### src/idpd_pkg.sv
// ----------------------------------------------------------------------------
// idpd_pkg
// shared constants, codes and control types of the decimal field formatter
// ----------------------------------------------------------------------------
`default_nettype none

package idpd_pkg;

  localparam int unsigned VALUE_W    = 64;
  localparam int unsigned CHAR_W     = 8;
  localparam int unsigned CFG_IDX_W  = 3;
  localparam int unsigned CFG_DATA_W = 6;
  localparam int unsigned CNT_W      = 6;

  localparam int unsigned DEF_VALUE_BITS = 64;
  localparam int unsigned DEF_MAX_DIGITS = 20;
  localparam int unsigned DEF_MAX_FIELD  = 62;

  localparam logic [CHAR_W-1:0] CHAR_ZERO  = 8'h30;
  localparam logic [CHAR_W-1:0] CHAR_MINUS = 8'h2D;
  localparam logic [CHAR_W-1:0] CHAR_PLUS  = 8'h2B;
  localparam logic [CHAR_W-1:0] CHAR_SPACE = 8'h20;

  typedef enum logic [CFG_IDX_W-1:0] {
    REG_SIGNED_MODE  = 3'd0,
    REG_SIGN_STYLE   = 3'd1,
    REG_LEFT_ALIGN   = 3'd2,
    REG_ZERO_PAD     = 3'd3,
    REG_MIN_WIDTH    = 3'd4,
    REG_DIGITS_GIVEN = 3'd5,
    REG_MIN_DIGITS   = 3'd6
  } cfg_reg_e;

  typedef enum logic [1:0] {
    SIGN_NONE  = 2'd0,
    SIGN_PLUS  = 2'd1,
    SIGN_SPACE = 2'd2
  } sign_style_e;

  typedef enum logic [1:0] {
    EMIT_SPACE = 2'd0,
    EMIT_SIGN  = 2'd1,
    EMIT_ZERO  = 2'd2,
    EMIT_DIGIT = 2'd3
  } emit_sel_e;

  typedef struct packed {
    logic      load;
    logic      conv;
    logic      calc;
    logic      idx_dec;
    logic      cnt_dec;
    logic      cnt_zeros;
    logic      cnt_spaces;
    logic      emit;
    emit_sel_e emit_sel;
    logic      emit_last;
  } idpd_cmd_t;

  typedef struct packed {
    logic cnt_zero;
    logic cnt_one;
    logic idx_zero;
    logic scan_hit;
    logic sign_nz;
    logic tail_pad;
    logic left_align;
    logic out_free;
  } idpd_status_t;

endpackage

`default_nettype wire

### src/idpd_if.sv
// ----------------------------------------------------------------------------
// idpd_if
// request channels of the decimal field formatter: value in, characters out
// ----------------------------------------------------------------------------
`default_nettype none

interface idpd_in_if;
  import idpd_pkg::*;

  logic               valid;
  logic               ready;
  logic [VALUE_W-1:0] value;

  modport source (output valid, output value, input ready);
  modport sink   (input valid, input value, output ready);
endinterface

interface idpd_out_if;
  import idpd_pkg::*;

  logic              valid;
  logic              ready;
  logic [CHAR_W-1:0] out_char;
  logic              is_last;

  modport source (output valid, output out_char, output is_last, input ready);
  modport sink   (input valid, input out_char, input is_last, output ready);
endinterface

`default_nettype wire

### src/idpd_datapath.sv
// ----------------------------------------------------------------------------
// idpd_datapath
// config registers, bit-serial binary to bcd converter, pad counts, char output
// ----------------------------------------------------------------------------
`default_nettype none

module idpd_datapath #(
  parameter int unsigned VALUE_BITS = idpd_pkg::DEF_VALUE_BITS,
  parameter int unsigned MAX_DIGITS = idpd_pkg::DEF_MAX_DIGITS,
  parameter int unsigned MAX_FIELD  = idpd_pkg::DEF_MAX_FIELD
) (
  input  wire logic                           clk_i,
  input  wire logic                           rst_ni,
  input  wire logic                           cfg_we_i,
  input  wire logic [idpd_pkg::CFG_IDX_W-1:0] cfg_idx_i,
  input  wire logic [idpd_pkg::CFG_DATA_W-1:0] cfg_data_i,
  input  wire logic [idpd_pkg::VALUE_W-1:0]   value_i,
  input  wire idpd_pkg::idpd_cmd_t            cmd_i,
  output idpd_pkg::idpd_status_t              status_o,
  output logic                                out_valid_o,
  input  wire logic                           out_ready_i,
  output logic [idpd_pkg::CHAR_W-1:0]         out_char_o,
  output logic                                out_last_o
);
  import idpd_pkg::*;

  localparam int unsigned IDX_W = $clog2(MAX_DIGITS);
  localparam int unsigned SUM_W = CNT_W + 1;

  // configuration
  logic                  signed_mode_q;
  logic [1:0]            sign_style_q;
  logic                  left_align_q;
  logic                  zero_pad_q;
  logic [CFG_DATA_W-1:0] min_width_q;
  logic                  digits_given_q;
  logic [CFG_DATA_W-1:0] min_digits_q;

  // conversion
  logic [VALUE_BITS-1:0] mag_q;
  logic [3:0]            bcd_q [MAX_DIGITS];
  logic [3:0]            adj   [MAX_DIGITS];
  logic                  ovf_q;
  logic [CHAR_W-1:0]     sign_char_q;
  logic [CHAR_W-1:0]     sign_char_d;
  logic [VALUE_BITS-1:0] mag_load;
  logic                  neg;

  // counters and pad lengths
  logic [CNT_W-1:0] cnt_q;
  logic [CNT_W-1:0] cnt_d;
  logic [IDX_W-1:0] idx_q;
  logic [IDX_W-1:0] idx_d;
  logic [CNT_W-1:0] zeros_q;
  logic [CNT_W-1:0] spaces_q;

  logic [SUM_W-1:0] width_s;
  logic [SUM_W-1:0] prec_s;
  logic [SUM_W-1:0] len_s;
  logic [SUM_W-1:0] sl_s;
  logic [SUM_W-1:0] zeros_s;
  logic [SUM_W-1:0] body_s;
  logic [SUM_W-1:0] spaces_s;
  logic             zero_fill;

  // output register
  logic              out_valid_q;
  logic [CHAR_W-1:0] out_char_q;
  logic              out_last_q;
  logic [CHAR_W-1:0] emit_char;
  logic [3:0]        digit_sel;

  always_ff @(posedge clk_i or negedge rst_ni) begin
    if (!rst_ni) begin
      signed_mode_q  <= 1'b1;
      sign_style_q   <= SIGN_NONE;
      left_align_q   <= 1'b0;
      zero_pad_q     <= 1'b0;
      min_width_q    <= '0;
      digits_given_q <= 1'b0;
      min_digits_q   <= '0;
    end else if (cfg_we_i) begin
      unique case (cfg_reg_e'(cfg_idx_i))
        REG_SIGNED_MODE:  signed_mode_q  <= cfg_data_i[0];
        REG_SIGN_STYLE:   sign_style_q   <= cfg_data_i[1:0];
        REG_LEFT_ALIGN:   left_align_q   <= cfg_data_i[0];
        REG_ZERO_PAD:     zero_pad_q     <= cfg_data_i[0];
        REG_MIN_WIDTH:    min_width_q    <= cfg_data_i;
        REG_DIGITS_GIVEN: digits_given_q <= cfg_data_i[0];
        REG_MIN_DIGITS:   min_digits_q   <= cfg_data_i;
        default: ;
      endcase
    end
  end

  // sign and magnitude at load
  always_comb begin
    neg      = signed_mode_q & value_i[VALUE_BITS-1];
    mag_load = neg ? ({VALUE_BITS{1'b0}} - value_i[VALUE_BITS-1:0])
                   : value_i[VALUE_BITS-1:0];
    priority if (neg) begin
      sign_char_d = CHAR_MINUS;
    end else if (signed_mode_q && sign_style_q == SIGN_PLUS) begin
      sign_char_d = CHAR_PLUS;
    end else if (signed_mode_q && sign_style_q == SIGN_SPACE) begin
      sign_char_d = CHAR_SPACE;
    end else begin
      sign_char_d = '0;
    end
  end

  // add-3 correction of every digit before the shift
  always_comb begin
    for (int i = 0; i < MAX_DIGITS; i++) begin
      adj[i] = (bcd_q[i] >= 4'd5) ? bcd_q[i] + 4'd3 : bcd_q[i];
    end
  end

  always_ff @(posedge clk_i) begin
    if (cmd_i.load) begin
      mag_q <= mag_load;
      for (int i = 0; i < MAX_DIGITS; i++) begin
        bcd_q[i] <= 4'd0;
      end
    end else if (cmd_i.conv) begin
      mag_q    <= {mag_q[VALUE_BITS-2:0], 1'b0};
      bcd_q[0] <= {adj[0][2:0], mag_q[VALUE_BITS-1]};
      for (int i = 1; i < MAX_DIGITS; i++) begin
        bcd_q[i] <= {adj[i][2:0], adj[i-1][3]};
      end
    end
  end

  // pad lengths from the digit count
  always_comb begin
    width_s   = (min_width_q > CFG_DATA_W'(MAX_FIELD)) ? SUM_W'(MAX_FIELD)
                                                      : SUM_W'(min_width_q);
    prec_s    = (min_digits_q > CFG_DATA_W'(MAX_FIELD)) ? SUM_W'(MAX_FIELD)
                                                       : SUM_W'(min_digits_q);
    len_s     = SUM_W'(idx_q) + SUM_W'(1);
    sl_s      = SUM_W'(sign_char_q != '0);
    zero_fill = zero_pad_q & ~left_align_q & ~digits_given_q;
    zeros_s   = '0;
    if (digits_given_q) begin
      if (prec_s > len_s) begin
        zeros_s = prec_s - len_s;
      end
    end else if (zero_fill) begin
      if (width_s > len_s + sl_s) begin
        zeros_s = width_s - (len_s + sl_s);
      end
    end
    body_s   = len_s + zeros_s + sl_s;
    spaces_s = (!zero_fill && width_s > body_s) ? width_s - body_s : '0;
  end

  always_comb begin
    priority if (cmd_i.load) begin
      cnt_d = CNT_W'(VALUE_BITS - 1);
    end else if (cmd_i.calc) begin
      cnt_d = CNT_W'(spaces_s);
    end else if (cmd_i.cnt_zeros) begin
      cnt_d = zeros_q;
    end else if (cmd_i.cnt_spaces) begin
      cnt_d = spaces_q;
    end else if (cmd_i.conv || cmd_i.cnt_dec) begin
      cnt_d = cnt_q - CNT_W'(1);
    end else begin
      cnt_d = cnt_q;
    end
    priority if (cmd_i.load) begin
      idx_d = IDX_W'(MAX_DIGITS - 1);
    end else if (cmd_i.idx_dec) begin
      idx_d = idx_q - IDX_W'(1);
    end else begin
      idx_d = idx_q;
    end
  end

  always_ff @(posedge clk_i or negedge rst_ni) begin
    if (!rst_ni) begin
      cnt_q       <= '0;
      idx_q       <= '0;
      ovf_q       <= 1'b0;
      sign_char_q <= '0;
      zeros_q     <= '0;
      spaces_q    <= '0;
    end else begin
      cnt_q <= cnt_d;
      idx_q <= idx_d;
      if (cmd_i.load) begin
        ovf_q       <= 1'b0;
        sign_char_q <= sign_char_d;
      end else if (cmd_i.conv) begin
        ovf_q <= ovf_q | adj[MAX_DIGITS-1][3];
      end
      if (cmd_i.calc) begin
        zeros_q  <= CNT_W'(zeros_s);
        spaces_q <= CNT_W'(spaces_s);
      end
    end
  end

  // character select and output register
  assign digit_sel = bcd_q[idx_q];

  always_comb begin
    unique case (cmd_i.emit_sel)
      EMIT_SPACE: emit_char = CHAR_SPACE;
      EMIT_SIGN:  emit_char = sign_char_q;
      EMIT_ZERO:  emit_char = CHAR_ZERO;
      EMIT_DIGIT: emit_char = CHAR_ZERO + CHAR_W'(digit_sel);
      default:    emit_char = CHAR_SPACE;
    endcase
  end

  always_ff @(posedge clk_i or negedge rst_ni) begin
    if (!rst_ni) begin
      out_valid_q <= 1'b0;
    end else if (cmd_i.emit) begin
      out_valid_q <= 1'b1;
    end else if (out_ready_i) begin
      out_valid_q <= 1'b0;
    end
  end

  always_ff @(posedge clk_i) begin
    if (cmd_i.emit) begin
      out_char_q <= emit_char;
      out_last_q <= cmd_i.emit_last;
    end
  end

  assign out_valid_o = out_valid_q;
  assign out_char_o  = out_char_q;
  assign out_last_o  = out_last_q;

  always_comb begin
    status_o.cnt_zero   = (cnt_q == '0);
    status_o.cnt_one    = (cnt_q == CNT_W'(1));
    status_o.idx_zero   = (idx_q == '0);
    status_o.scan_hit   = ovf_q | (digit_sel != 4'd0) | (idx_q == '0);
    status_o.sign_nz    = (sign_char_q != '0);
    status_o.tail_pad   = left_align_q & (spaces_q != '0);
    status_o.left_align = left_align_q;
    status_o.out_free   = ~out_valid_q | out_ready_i;
  end

endmodule

`default_nettype wire

### src/idpd_ctrl.sv
// ----------------------------------------------------------------------------
// idpd_ctrl
// sequencer: convert, find digit count, size pads, then walk the field
// ----------------------------------------------------------------------------
`default_nettype none

module idpd_ctrl (
  input  wire logic                   clk_i,
  input  wire logic                   rst_ni,
  input  wire logic                   in_valid_i,
  output logic                        in_ready_o,
  input  wire idpd_pkg::idpd_status_t status_i,
  output idpd_pkg::idpd_cmd_t         cmd_o
);
  import idpd_pkg::*;

  typedef enum logic [8:0] {
    ST_IDLE  = 9'b000000001,
    ST_CONV  = 9'b000000010,
    ST_SCAN  = 9'b000000100,
    ST_CALC  = 9'b000001000,
    ST_LEAD  = 9'b000010000,
    ST_SIGN  = 9'b000100000,
    ST_ZERO  = 9'b001000000,
    ST_DIGIT = 9'b010000000,
    ST_TAIL  = 9'b100000000
  } state_e;

  state_e state_q;
  state_e state_d;

  always_comb begin
    state_d    = state_q;
    cmd_o      = '0;
    in_ready_o = 1'b0;
    unique case (state_q)
      ST_IDLE: begin
        in_ready_o = 1'b1;
        if (in_valid_i) begin
          cmd_o.load = 1'b1;
          state_d    = ST_CONV;
        end
      end
      ST_CONV: begin
        cmd_o.conv = 1'b1;
        if (status_i.cnt_zero) begin
          state_d = ST_SCAN;
        end
      end
      ST_SCAN: begin
        if (status_i.scan_hit) begin
          state_d = ST_CALC;
        end else begin
          cmd_o.idx_dec = 1'b1;
        end
      end
      ST_CALC: begin
        cmd_o.calc = 1'b1;
        state_d    = ST_LEAD;
      end
      ST_LEAD: begin
        if (status_i.left_align || status_i.cnt_zero) begin
          cmd_o.cnt_zeros = 1'b1;
          state_d         = ST_SIGN;
        end else if (status_i.out_free) begin
          cmd_o.emit     = 1'b1;
          cmd_o.emit_sel = EMIT_SPACE;
          cmd_o.cnt_dec  = 1'b1;
        end
      end
      ST_SIGN: begin
        if (!status_i.sign_nz) begin
          state_d = ST_ZERO;
        end else if (status_i.out_free) begin
          cmd_o.emit     = 1'b1;
          cmd_o.emit_sel = EMIT_SIGN;
          state_d        = ST_ZERO;
        end
      end
      ST_ZERO: begin
        if (status_i.cnt_zero) begin
          state_d = ST_DIGIT;
        end else if (status_i.out_free) begin
          cmd_o.emit     = 1'b1;
          cmd_o.emit_sel = EMIT_ZERO;
          cmd_o.cnt_dec  = 1'b1;
        end
      end
      ST_DIGIT: begin
        if (status_i.out_free) begin
          cmd_o.emit      = 1'b1;
          cmd_o.emit_sel  = EMIT_DIGIT;
          cmd_o.emit_last = status_i.idx_zero & ~status_i.tail_pad;
          if (status_i.idx_zero) begin
            cmd_o.cnt_spaces = 1'b1;
            state_d          = ST_TAIL;
          end else begin
            cmd_o.idx_dec = 1'b1;
          end
        end
      end
      ST_TAIL: begin
        if (!status_i.left_align || status_i.cnt_zero) begin
          state_d = ST_IDLE;
        end else if (status_i.out_free) begin
          cmd_o.emit      = 1'b1;
          cmd_o.emit_sel  = EMIT_SPACE;
          cmd_o.emit_last = status_i.cnt_one;
          cmd_o.cnt_dec   = 1'b1;
        end
      end
      default: begin
        state_d = ST_IDLE;
      end
    endcase
  end

  always_ff @(posedge clk_i or negedge rst_ni) begin
    if (!rst_ni) begin
      state_q <= ST_IDLE;
    end else begin
      state_q <= state_d;
    end
  end

endmodule

`default_nettype wire

### src/integer_to_padded_decimal.sv
// ----------------------------------------------------------------------------
// integer_to_padded_decimal
// printf style decimal field formatter, one ascii character per output request
// ----------------------------------------------------------------------------
// order: bcd converter loop, digit scan and pad sizing come before the first character, and the
//   bcd loop dominates; the field opens with lead spaces, the sign, zeros or digits as configured
// a new value is taken only once the sequencer is back in idle after the whole field;
//   characters go out one char/cycle while the output is free
// reset: asynchronous, config back to defaults, sequencer idle, output empty;
//   the digit store is written by every value and needs no clearing pass
`default_nettype none

module integer_to_padded_decimal #(
  parameter int unsigned VALUE_BITS = idpd_pkg::DEF_VALUE_BITS,
  parameter int unsigned MAX_DIGITS = idpd_pkg::DEF_MAX_DIGITS,
  parameter int unsigned MAX_FIELD  = idpd_pkg::DEF_MAX_FIELD
) (
  input  wire logic                            clk_i,
  input  wire logic                            rst_ni,
  // configuration writes, register index as listed in idpd_pkg::cfg_reg_e
  input  wire logic                            cfg_we_i,
  input  wire logic [idpd_pkg::CFG_IDX_W-1:0]  cfg_idx_i,
  input  wire logic [idpd_pkg::CFG_DATA_W-1:0] cfg_data_i,
  // value requests in, character requests out
  idpd_in_if.sink                              value_ch_i,
  idpd_out_if.source                           char_ch_o
);
  import idpd_pkg::*;

  // command and status between sequencer and datapath
  idpd_cmd_t    cmd;
  idpd_status_t status;

  // sequencer: holds the phase of the field being printed
  // (convert, digit scan, pad sizing, lead spaces, sign, zeros, digits, tail)
  idpd_ctrl u_ctrl (
    .clk_i      (clk_i),
    .rst_ni     (rst_ni),
    .in_valid_i (value_ch_i.valid),
    .in_ready_o (value_ch_i.ready),
    .status_i   (status),
    .cmd_o      (cmd)
  );

  // datapath: config registers, double-dabble converter, digit store,
  // pad counters and the output register that decouples the sink
  idpd_datapath #(
    .VALUE_BITS (VALUE_BITS),
    .MAX_DIGITS (MAX_DIGITS),
    .MAX_FIELD  (MAX_FIELD)
  ) u_datapath (
    .clk_i       (clk_i),
    .rst_ni      (rst_ni),
    .cfg_we_i    (cfg_we_i),
    .cfg_idx_i   (cfg_idx_i),
    .cfg_data_i  (cfg_data_i),
    .value_i     (value_ch_i.value),
    .cmd_i       (cmd),
    .status_o    (status),
    .out_valid_o (char_ch_o.valid),
    .out_ready_i (char_ch_o.ready),
    .out_char_o  (char_ch_o.out_char),
    .out_last_o  (char_ch_o.is_last)
  );

endmodule

`default_nettype wire

### src/flat_wrapper.sv
// flat-port wrapper written by rule: the top's interface ports become plain ports
module integer_to_padded_decimal_flat import idpd_pkg::*;
#(
  parameter int unsigned VALUE_BITS = idpd_pkg::DEF_VALUE_BITS,
  parameter int unsigned MAX_DIGITS = idpd_pkg::DEF_MAX_DIGITS,
  parameter int unsigned MAX_FIELD  = idpd_pkg::DEF_MAX_FIELD
)
  (clk_i, rst_ni, cfg_we_i, cfg_idx_i, cfg_data_i, value_ch_i_valid, value_ch_i_value, value_ch_i_ready, char_ch_o_valid, char_ch_o_out_char, char_ch_o_is_last, char_ch_o_ready);
  idpd_in_if value_ch_i_i ();
  idpd_out_if char_ch_o_i ();
  input  wire logic clk_i;
  input  wire logic rst_ni;
  input  wire logic cfg_we_i;
  input  wire logic [idpd_pkg::CFG_IDX_W-1:0] cfg_idx_i;
  input  wire logic [idpd_pkg::CFG_DATA_W-1:0] cfg_data_i;
  input wire logic [$bits(value_ch_i_i.valid)-1:0] value_ch_i_valid;
  input wire logic [$bits(value_ch_i_i.value)-1:0] value_ch_i_value;
  output wire logic [$bits(value_ch_i_i.ready)-1:0] value_ch_i_ready;
  output wire logic [$bits(char_ch_o_i.valid)-1:0] char_ch_o_valid;
  output wire logic [$bits(char_ch_o_i.out_char)-1:0] char_ch_o_out_char;
  output wire logic [$bits(char_ch_o_i.is_last)-1:0] char_ch_o_is_last;
  input wire logic [$bits(char_ch_o_i.ready)-1:0] char_ch_o_ready;
  assign value_ch_i_i.valid = value_ch_i_valid;
  assign value_ch_i_i.value = value_ch_i_value;
  assign value_ch_i_ready = value_ch_i_i.ready;
  assign char_ch_o_valid = char_ch_o_i.valid;
  assign char_ch_o_out_char = char_ch_o_i.out_char;
  assign char_ch_o_is_last = char_ch_o_i.is_last;
  assign char_ch_o_i.ready = char_ch_o_ready;
  integer_to_padded_decimal #(.VALUE_BITS(VALUE_BITS), .MAX_DIGITS(MAX_DIGITS), .MAX_FIELD(MAX_FIELD)) u_core (.clk_i(clk_i), .rst_ni(rst_ni), .cfg_we_i(cfg_we_i), .cfg_idx_i(cfg_idx_i), .cfg_data_i(cfg_data_i), .value_ch_i(value_ch_i_i), .char_ch_o(char_ch_o_i));
endmodule
### config.mk
export PLATFORM = sky130hd
export DESIGN_NAME = integer_to_padded_decimal_flat
export DESIGN_NICKNAME = d
export VERILOG_FILES = /design/src/idpd_pkg.sv /design/src/idpd_if.sv /design/src/idpd_datapath.sv /design/src/idpd_ctrl.sv /design/src/integer_to_padded_decimal.sv /design/src/flat_wrapper.sv
export SDC_FILE = /design/constraint.sdc
export NUM_CORES = 1
export LEC_CHECK = 0
export ABC_AREA = 1
export BUFFER_PORTS_ARGS = -buffer_cell sky130_fd_sc_hd__buf_2
export CORE_MARGIN = 2
export CORE_UTILIZATION = 50
export CTS_CLUSTER_DIAMETER = 50
export DETAILED_ROUTE_END_ITERATION = 10
export GPL_ROUTABILITY_DRIVEN = 0
export MAX_ROUTING_LAYER = met4
export PLACE_DENSITY = 0.8
export RECOVER_POWER = 50
export SLEW_MARGIN = 20
export SYNTH_ARGS = -nofsm -noshare
export SYNTH_HDL_FRONTEND = slang
export SYNTH_SLANG_ARGS = --single-unit
### constraint.sdc
create_clock -name clk_i -period 12.1 [get_ports clk_i]
set_input_delay 0 -clock clk_i [delete_from_list [all_inputs] [get_ports clk_i]]
set_output_delay 0 -clock clk_i [all_outputs]
set_load 0.01 [all_outputs]
==> results of run 1 <==
==> critical path, delay by kind of cell, from the launching register on <==
kind,cells,cell delay [ns]
buf+inv,3,2.62
simple gates,5,5.32
flops,1,0.40
==> cell usage in the layout, fill, tap and decap left out, types with 29 or more instances in the layout <==
cell type      instances
buf_2                 75
nor2_1               191
nand4_1               29
xor2_1                56
clkbuf_16             29
nand2_1              321
nand3_1               76
edfxtp_1             151
dlygate4sd3_1         76
a21oi_1              109
o21ai_0              196
ha_1                  70
inv_1                227
dfrtp_1               54
==> flip-flops by register name, indices dropped and copies added, names as in the netlist, 4 cells and up <==
name	cells
u_core.u_datapath.idx_q	5
u_core.u_datapath.sign_char_q	4
u_core.u_datapath.out_char_o	6
u_core.u_datapath.bcd_q	80
u_core.u_datapath.zeros_q	6
u_core.u_datapath.mag_q	64
u_core.u_datapath.spaces_q	6
u_core.u_datapath.min_width_q	6
u_core.u_datapath.min_digits_q	6
u_core.u_datapath.cnt_q	6
u_core.u_ctrl.state_q	9
==> where the power goes <==
group          internal, mW  total [mW]  switching (mW)
registers              1.21        1.42           0.210
logic                 0.661        1.93            1.27
clock network         0.511       0.858           0.346
==> routing by layer <==
| layer | routed length, microns | vias up | part of all wire (%) | track usage, % |
|---|---|---|---|---|
| li1 | - | 6341 | - | - |
| met1 | 15500 | 6081 | 43 | 31.6 |
| met2 | 17300 | 576 | 47 | 40.7 |
| met3 | 2540 | 119 | 7.0 | 3.20 |
| met4 | 1150 | 0 | 3.2 | 7.39 |
| met5 | 0 | - | 0 | - |
==> stage by stage <==
stage          area (sq um)  total power, mW  hold slack, ns  std cells  setup WS, ns
5_1_grt               16800             4.57          0.0147       2343          2.65
2_1_floorplan         14400             2.84          -0.296       1796          6.70
4_1_cts               16900             4.18         0.00194       2343          5.58
3_3_place_gp          15100             3.20           0.174       2215          5.79
3_5_place_dp          15100             3.29           0.182       2215          5.59
6_report              16800             4.21         -0.0111       2343          3.30
==> logic make-up (layout without fill, tap and decap cells) <==
kind of cell | count (synthesis) | count (layout)
mux | 1 | 1
fa+ha+maj | 75 | 75
buf+inv | 306 | 469
compound gates | 418 | 418
flops | 207 | 207
simple gates | 719 | 719
other cells | 1 | 2
xor+xnor | 68 | 68
==> layout make-up <==
cell class                      instances  share of cell area [%]
Multi-Input combinational cell       1283                    43.1
Sequential cell                       207                    35.4
Timing Repair Buffer                  170                    7.30
Inverter                              247                    5.56
Clock buffer                           29                    4.33
Tap cell                              384                    2.87
Clock inverter                         23                    1.44
==> worst min path at each step <==
stage,start,to,slack (ns)
5_1_grt,value_ch_i_value[11],u_core.u_datapath.mag_q[11],0.01
3_5_place_dp,rst_ni,u_core.u_ctrl.state_q[5],0.18
3_3_place_gp,rst_ni,u_core.u_ctrl.state_q[5],0.17
2_1_floorplan,rst_ni,u_core.u_ctrl.state_q[1],-0.30
6_report,value_ch_i_value[11],u_core.u_datapath.mag_q[11],-0.01
4_1_cts,value_ch_i_value[11],u_core.u_datapath.mag_q[11],0.002
==> results.py, run 1 <==
metrics = {
    "critical_path": {
        "r2r_cells": 8,
        "r2r_end": "u_core.u_datapath.mag_q[14]",
        "crit_fanout": 88,
        "path_cells": "nor2_1 > nand2_1 > nor3_1 > clkinv_1 > nor2_1 > clkinvlp_2 > nand2_1 > buf_4",
        "slowest_stage": "nand2_1",
        "crit_start": "u_core.u_ctrl.state_q[5]",
        "cp-start-kind": "flip-flop",
        "cp.arrival_ns": 8.97,
        "reg2reg_from": "u_core.u_ctrl.state_q[5]",
        "cp-end-kind": "flip-flop",
        "critPathMaxStageDelay_ns": 3.03,
        "endpoint": "u_core.u_datapath.mag_q[14]",
        "rrSetupSlack_ns": 3.30,
        "critical_path_required_ns": 12.27,
        "critical_path_class": "reg2reg",
    },
    "synth": {
        "synth.top_cells.by_area": "edfxtp_1 (31%), dfrtp_1 (9.4%), nand2_1 (8.3%)",
        "ys_warn_count": 0,
        "yosysSeqAreaShare_pct": 41.2,
        "synth_cells": 1795,
        "synth_mux_area_share_pct": 0.0694,
        "synth_edf_count": 151,
        "synth_top_family_by_area": "simple AND/OR/NAND/NOR gates",
        "synth-compound-area-share_pct": 16.5,
        "synthSimpleGateAreaFrac_pct": 23.0,
        "synth_xor_area_share_pct": 4.13,
        "synth_seq_cells": 207,
        "synthTopCellsByCount": "nand2_1 (317), inv_1 (226), o21ai_0 (196)",
        "yosysMostFrequentCell": "nand2_1",
        "ys_types": 72,
        "syn_area_per_cell_sq_um": 8.03,
        "ys_async_sr_fraction_pct": 27.1,
        "ys.flop_type": "edfxtp_1",
        "synth_area_sq_um": 14400,
        "synth_area_leader_cell": "edfxtp_1",
        "yosys.area_share.adder_pct": 6.77,
        "synth_top_area_share_pct": 31.4,
    },
    "clock_network": {
        "holdBufCountCts": 76,
        "cts.path.max_buffers": 3,
        "cts_tree": "done",
        "cts_root_buffer": "clkbuf_16",
        "cts.sinks": 207,
        "postCtsSetupRepairBufs": 0,
        "cts_resized": 0,
        "h-tree-depth": 1,
        "clk_pin_slew_ns": 0.06,
        "cts_buffers": 28,
        "clock_latency_ns": 0.54,
    },
    "status": {
        "violations": "negative hold slack, max-capacitance violations, max-slew violations",
        "status": "complete, but fails checks",
    },
    "cells_and_area": {
        "diodes": 0,
        "fill_cells": 2443,
        "nets": 2090,
        "drive_gt1_share_pct": 10.4,
        "multi_input_area_sq_um": 7210,
        "area_delta_synth_final_pct": 16.2,
        "utilization_pct": 58.7,
        "regArea_sq_um": 5940,
    },
    "power": {
        "power_density_nw_per_um2": 251,
        "ir_drop_mv": 0.177,
        "leakage_nw": 7.38,
    },
    "floorplanning": {
        "dieArea_sq_um": 30200,
        "io_pins": 89,
        "core-area_sq_um": 28500,
        "die_w_microns": 174,
        "die_h_microns": 174,
        "initial_core_util_pct": 50.5,
        "rows": 62,
    },
    "routing": {
        "wl_per_cell_microns": 15.6,
        "wirelength_microns": 36500,
        "drc_errors": 0,
        "detail-route-antenna-nets": 0,
        "dr.first_iter.drc_count": 1294,
        "vias": 13100,
        "first_pass_iters": 7,
        "viasPerCell": 5.60,
    },
    "sta": {
        "hold_violations": 1,
        "rsz0062_at_grt": "false",
        "worst_pin_slew_ns": 4.03,
        "post-route-min-period_ns": 8.80,
        "slew_headroom_pct": -169,
        "clock_skew_ns": 0.00902,
        "setup_tns_ns": 0,
        "fmaxAchievable_mhz": 114,
        "setup_violations": 0,
        "hold_ws_ns": -0.0111,
        "slew_violations": 346,
        "period_share_pct": 72.7,
    },
    "global_routing": {
        "grt_usage_pct": 24.6,
        "antenna_found_initial": 0,
        "grt_pass1_wl_microns": 60500,
        "grt-ovfl-total": 0,
        "grt_pass1_vias": 12700,
        "grt_max_degree": 113,
    },
    "hold_path": {
        "worstHoldPathCells": 3,
        "hold_path.class": "in2reg",
    },
    "placed_design": {
        "numPortBuffers": 86,
        "post-dp-hpwl_microns": 24300,
    },
    "job": {
        "drv_cap": 5,
    },
}
Note: power is estimated with default switching activity, not from simulation.
==> run 2: changes to the inputs <==
--- a/config.mk
+++ b/config.mk
@@ -5,7 +5,7 @@
 export SDC_FILE = /design/constraint.sdc
 export NUM_CORES = 1
 export LEC_CHECK = 0
-export ABC_AREA = 1
+export ABC_AREA = 0
 export BUFFER_PORTS_ARGS = -buffer_cell sky130_fd_sc_hd__buf_2
 export CORE_MARGIN = 2
 export CORE_UTILIZATION = 50
==> constraint.sdc (replaced) <==
create_clock -name clk_i -period 8.4 [get_ports clk_i]
set_input_delay 0 -clock clk_i [delete_from_list [all_inputs] [get_ports clk_i]]
set_output_delay 0 -clock clk_i [all_outputs]
set_load 0.01 [all_outputs]
==> run 2 against run 1 <==
- the run ends with max-capacitance violations, max-slew violations left
- final area is 5.3% lower
- synthesized cell count is 20% lower
- clock power is 22% higher
- final cell count is 17% lower
- critical path depth is 17 higher
- largest power group unchanged
- global-route usage is 0.86 points lower
- critical endpoint is now u_core.u_datapath.cnt_q[1]
==> results.py, run 2 <==
metrics = {
    "power": {
        "power_density_nw_per_um2": 351,
        "fin_total_pwr_mw": 5.56,
        "ir_drop_mv": 0.263,
        "p_comb_share_pct": 42.1,
        "internal_power_mw": 3.36,
        "p_sw_share_pct": 39.7,
        "leakage_nw": 6.34,
        "p_seq_share_pct": 39.0,
        "p_switching_mw": 2.21,
        "pwr-share-clk_pct": 18.9,
    },
    "sta": {
        "slew_headroom_pct": -194,
        "post-route-min-period_ns": 6.63,
        "period_share_pct": 79.0,
        "clock_skew_ns": 0.0124,
        "setup_violations": 0,
        "rsz0062_at_grt": "false",
        "hold_ws_ns": 0.202,
        "worst_pin_slew_ns": 4.40,
        "setup_tns_ns": 0,
        "slew_violations": 257,
        "fmaxAchievable_mhz": 151,
        "worst_slack_ns": 1.77,
        "hold_violations": 0,
    },
    "clock_network": {
        "cts_tree": "done",
        "cts_root_buffer": "clkbuf_16",
        "clock_latency_ns": 0.55,
        "h-tree-depth": 1,
        "postCtsSetupRepairBufs": 0,
        "cts_buffers": 27,
        "cts.path.max_buffers": 3,
        "clk_pin_slew_ns": 0.06,
        "cts.sinks": 207,
    },
    "synth": {
        "syn_area_per_cell_sq_um": 9.49,
        "synth_seq_cells": 207,
        "synth_area_leader_cell": "edfxtp_1",
        "synthTopCellsByCount": "nand2_1 (183), nor2_1 (164), edfxtp_1 (151)",
        "synth_area_sq_um": 13600,
        "ys_types": 71,
        "yosysMostFrequentCell": "nand2_1",
        "synth_cells": 1435,
        "ys.flop_type": "edfxtp_1",
        "yosysSeqAreaShare_pct": 43.6,
        "synth.top_cells.by_area": "edfxtp_1 (33%), dfrtp_1 (9.9%), ha_1 (6.4%)",
        "synth_edf_count": 151,
        "synth_top_area_share_pct": 33.3,
        "ys_warn_count": 0,
        "ys_async_sr_fraction_pct": 27.1,
    },
    "cells_and_area": {
        "area_delta_synth_final_pct": 16.5,
        "drive_gt1_share_pct": 11.3,
        "diodes": 0,
        "largest_register_ffs": 80,
        "fill_cells": 2134,
        "postLayoutCellArea_sq_um": 15900,
        "final_cell_mix": "nand2_1 (182), nor2_1 (164), edfxtp_1 (151)",
        "nets": 1729,
        "layout_commonest_cell": "nand2_1",
        "top_regs": "u_core.u_datapath.bcd_q: 80 flops, u_core.u_datapath.mag_q: 64 flops, u_core.u_ctrl.state_q: 9 flops",
        "regMostFlops": "u_core.u_datapath.bcd_q",
        "finalNonFillerCells": 1936,
        "utilization_pct": 59.0,
    },
    "critical_path": {
        "crit_fanout": 24,
        "slowest_stage": "a2111oi_2",
        "crit_path_frequent_cell": "ha_1",
        "critPathMaxStageDelay_ns": 0.69,
        "critPathTopFamily": "compound AO/OA/AOI/OAI gates",
        "critical_path_class": "reg2reg",
        "cp.arrival_ns": 7.08,
        "cp-start-kind": "flip-flop",
        "cp-end-kind": "flip-flop",
        "cp_num_buf_inv": 3,
        "critical_path_required_ns": 8.85,
    },
    "global_routing": {
        "grt_usage_pct": 23.7,
        "grt_pass1_wl_microns": 54500,
        "grt_util_met1_pct": 29.5,
        "grt-ovfl-total": 0,
        "grt_max_degree": 122,
        "met3_usage_pct": 3.16,
        "antenna_found_initial": 0,
        "grt_most_used_layer": "met2",
        "grt_pass1_vias": 11400,
        "met2_usage_pct": 39.4,
    },
    "placed_design": {
        "post-dp-hpwl_microns": 21300,
        "postPlaceCellArea_sq_um": 14300,
        "place_ws_ns": 1.63,
        "dp.cells": 1811,
        "numPortBuffers": 86,
    },
    "routing": {
        "vias": 11400,
        "detail-route-antenna-nets": 0,
        "dr.first_iter.drc_count": 1125,
        "viasPerCell": 5.91,
        "drc_errors": 0,
        "wl_per_cell_microns": 17.1,
        "first_pass_iters": 6,
        "wirelength_microns": 33100,
    },
    "floorplanning": {
        "initial_core_util_pct": 50.7,
        "dieArea_sq_um": 28600,
        "die_w_microns": 169,
        "core-area_sq_um": 26900,
        "rows": 60,
        "die_h_microns": 169,
        "io_pins": 89,
    },
    "hold_path": {
        "hold_path.class": "in2reg",
    },
    "job": {
        "drv_cap": 3,
    },
    "status": {
        "violations": "max-capacitance violations, max-slew violations",
        "status": "complete, but fails checks",
    },
}
## run 2: changes by cell type in the layout (fill, tap and decap cells not counted), moves of 23 or more
cell | previous run | this run
nand2b_1 | 0 | 31
nor2_1 | 191 | 164
nor3b_1 | 1 | 24
mux4_2 | 0 | 23
xnor2_1 | 12 | 79
inv_1 | 227 | 78
nand2_1 | 321 | 182
o21ai_0 | 196 | 115
nand3_1 | 76 | 12
## run 2: layout make-up
cell class	count	area [sq um]	share of cell area, %
clock inverters	11	78.8	0.497
well taps	341	427	2.69
clock buffers	37	733	4.62
flip-flops and latches	207	5940	37.4
inverters	78	293	1.85
multi-input cells	1089	7140	45.0
repair buffers	173	1250	7.89
## run 2: final timing paths
| kind | startpoint | to | slack, ns | cells after the start |
|---|---|---|---|---|
| setup / recovery | u_core.u_datapath.idx_q[1] | u_core.u_datapath.cnt_q[1] | 1.77 | 25 |
| hold / removal | value_ch_i_valid | u_core.u_ctrl.state_q[0] | 0.20 | 3 |
| setup reg to reg | u_core.u_datapath.idx_q[1] | u_core.u_datapath.cnt_q[1] | 1.77 | 25 |
| hold reg to reg | u_core.u_datapath.zeros_q[4] | u_core.u_datapath.zeros_q[4] | 0.49 | 2 |
| max in group asynchronous | rst_ni | u_core.u_datapath.out_valid_o | 5.64 | 3 |
| min in group asynchronous | rst_ni | u_core.u_datapath.min_width_q[2] | 1.05 | 3 |
## run 2: routing by layer
layer / wire, microns / share of wire (%)
met3: 1890 / 5.7
met4: 1350 / 4.1
met2: 16200 / 49
met1: 13700 / 41
met5: 0 / 0
## run 2: cells by family after synthesis
| family | Yosys count | synth area share, % |
|---|---|---|
| adders and majority gates | 77 | 7.31 |
| DFF | 207 | 43.6 |
| AOI/OAI and AO/OA | 328 | 14.0 |
| other | 1 | 0.0275 |
| and+or+nand+nor | 522 | 17.9 |
| muxes | 46 | 5.78 |
| xor gates and xnor gates | 114 | 7.33 |
| buffers and inverters | 140 | 4.03 |
## run 2: worst min-delay path, delay by kind of cell
| kind | cells | cell delay [ns] |
|---|---|---|
| buf+inv | 2 | 0.66 |
| compound gates | 1 | 0.07 |
## run 2: timing repair
action / CTS / global route
gates resized for setup: 0 / 0
hold endpoints to repair: 143 / 0
hold buffers: 77 / 0
## run 2: power by group through the flow
stage / clock network (mW) / registers, mW / logic [mW]
5_1_grt: 1.11 / 2.22 / 2.64
3_3_place_gp: 0 / 2.14 / 2.16
2_1_floorplan: 0 / 2.08 / 1.79
4_1_cts: 1.07 / 2.15 / 2.30
3_5_place_dp: 0 / 2.17 / 2.25
6_report: 1.05 / 2.17 / 2.34
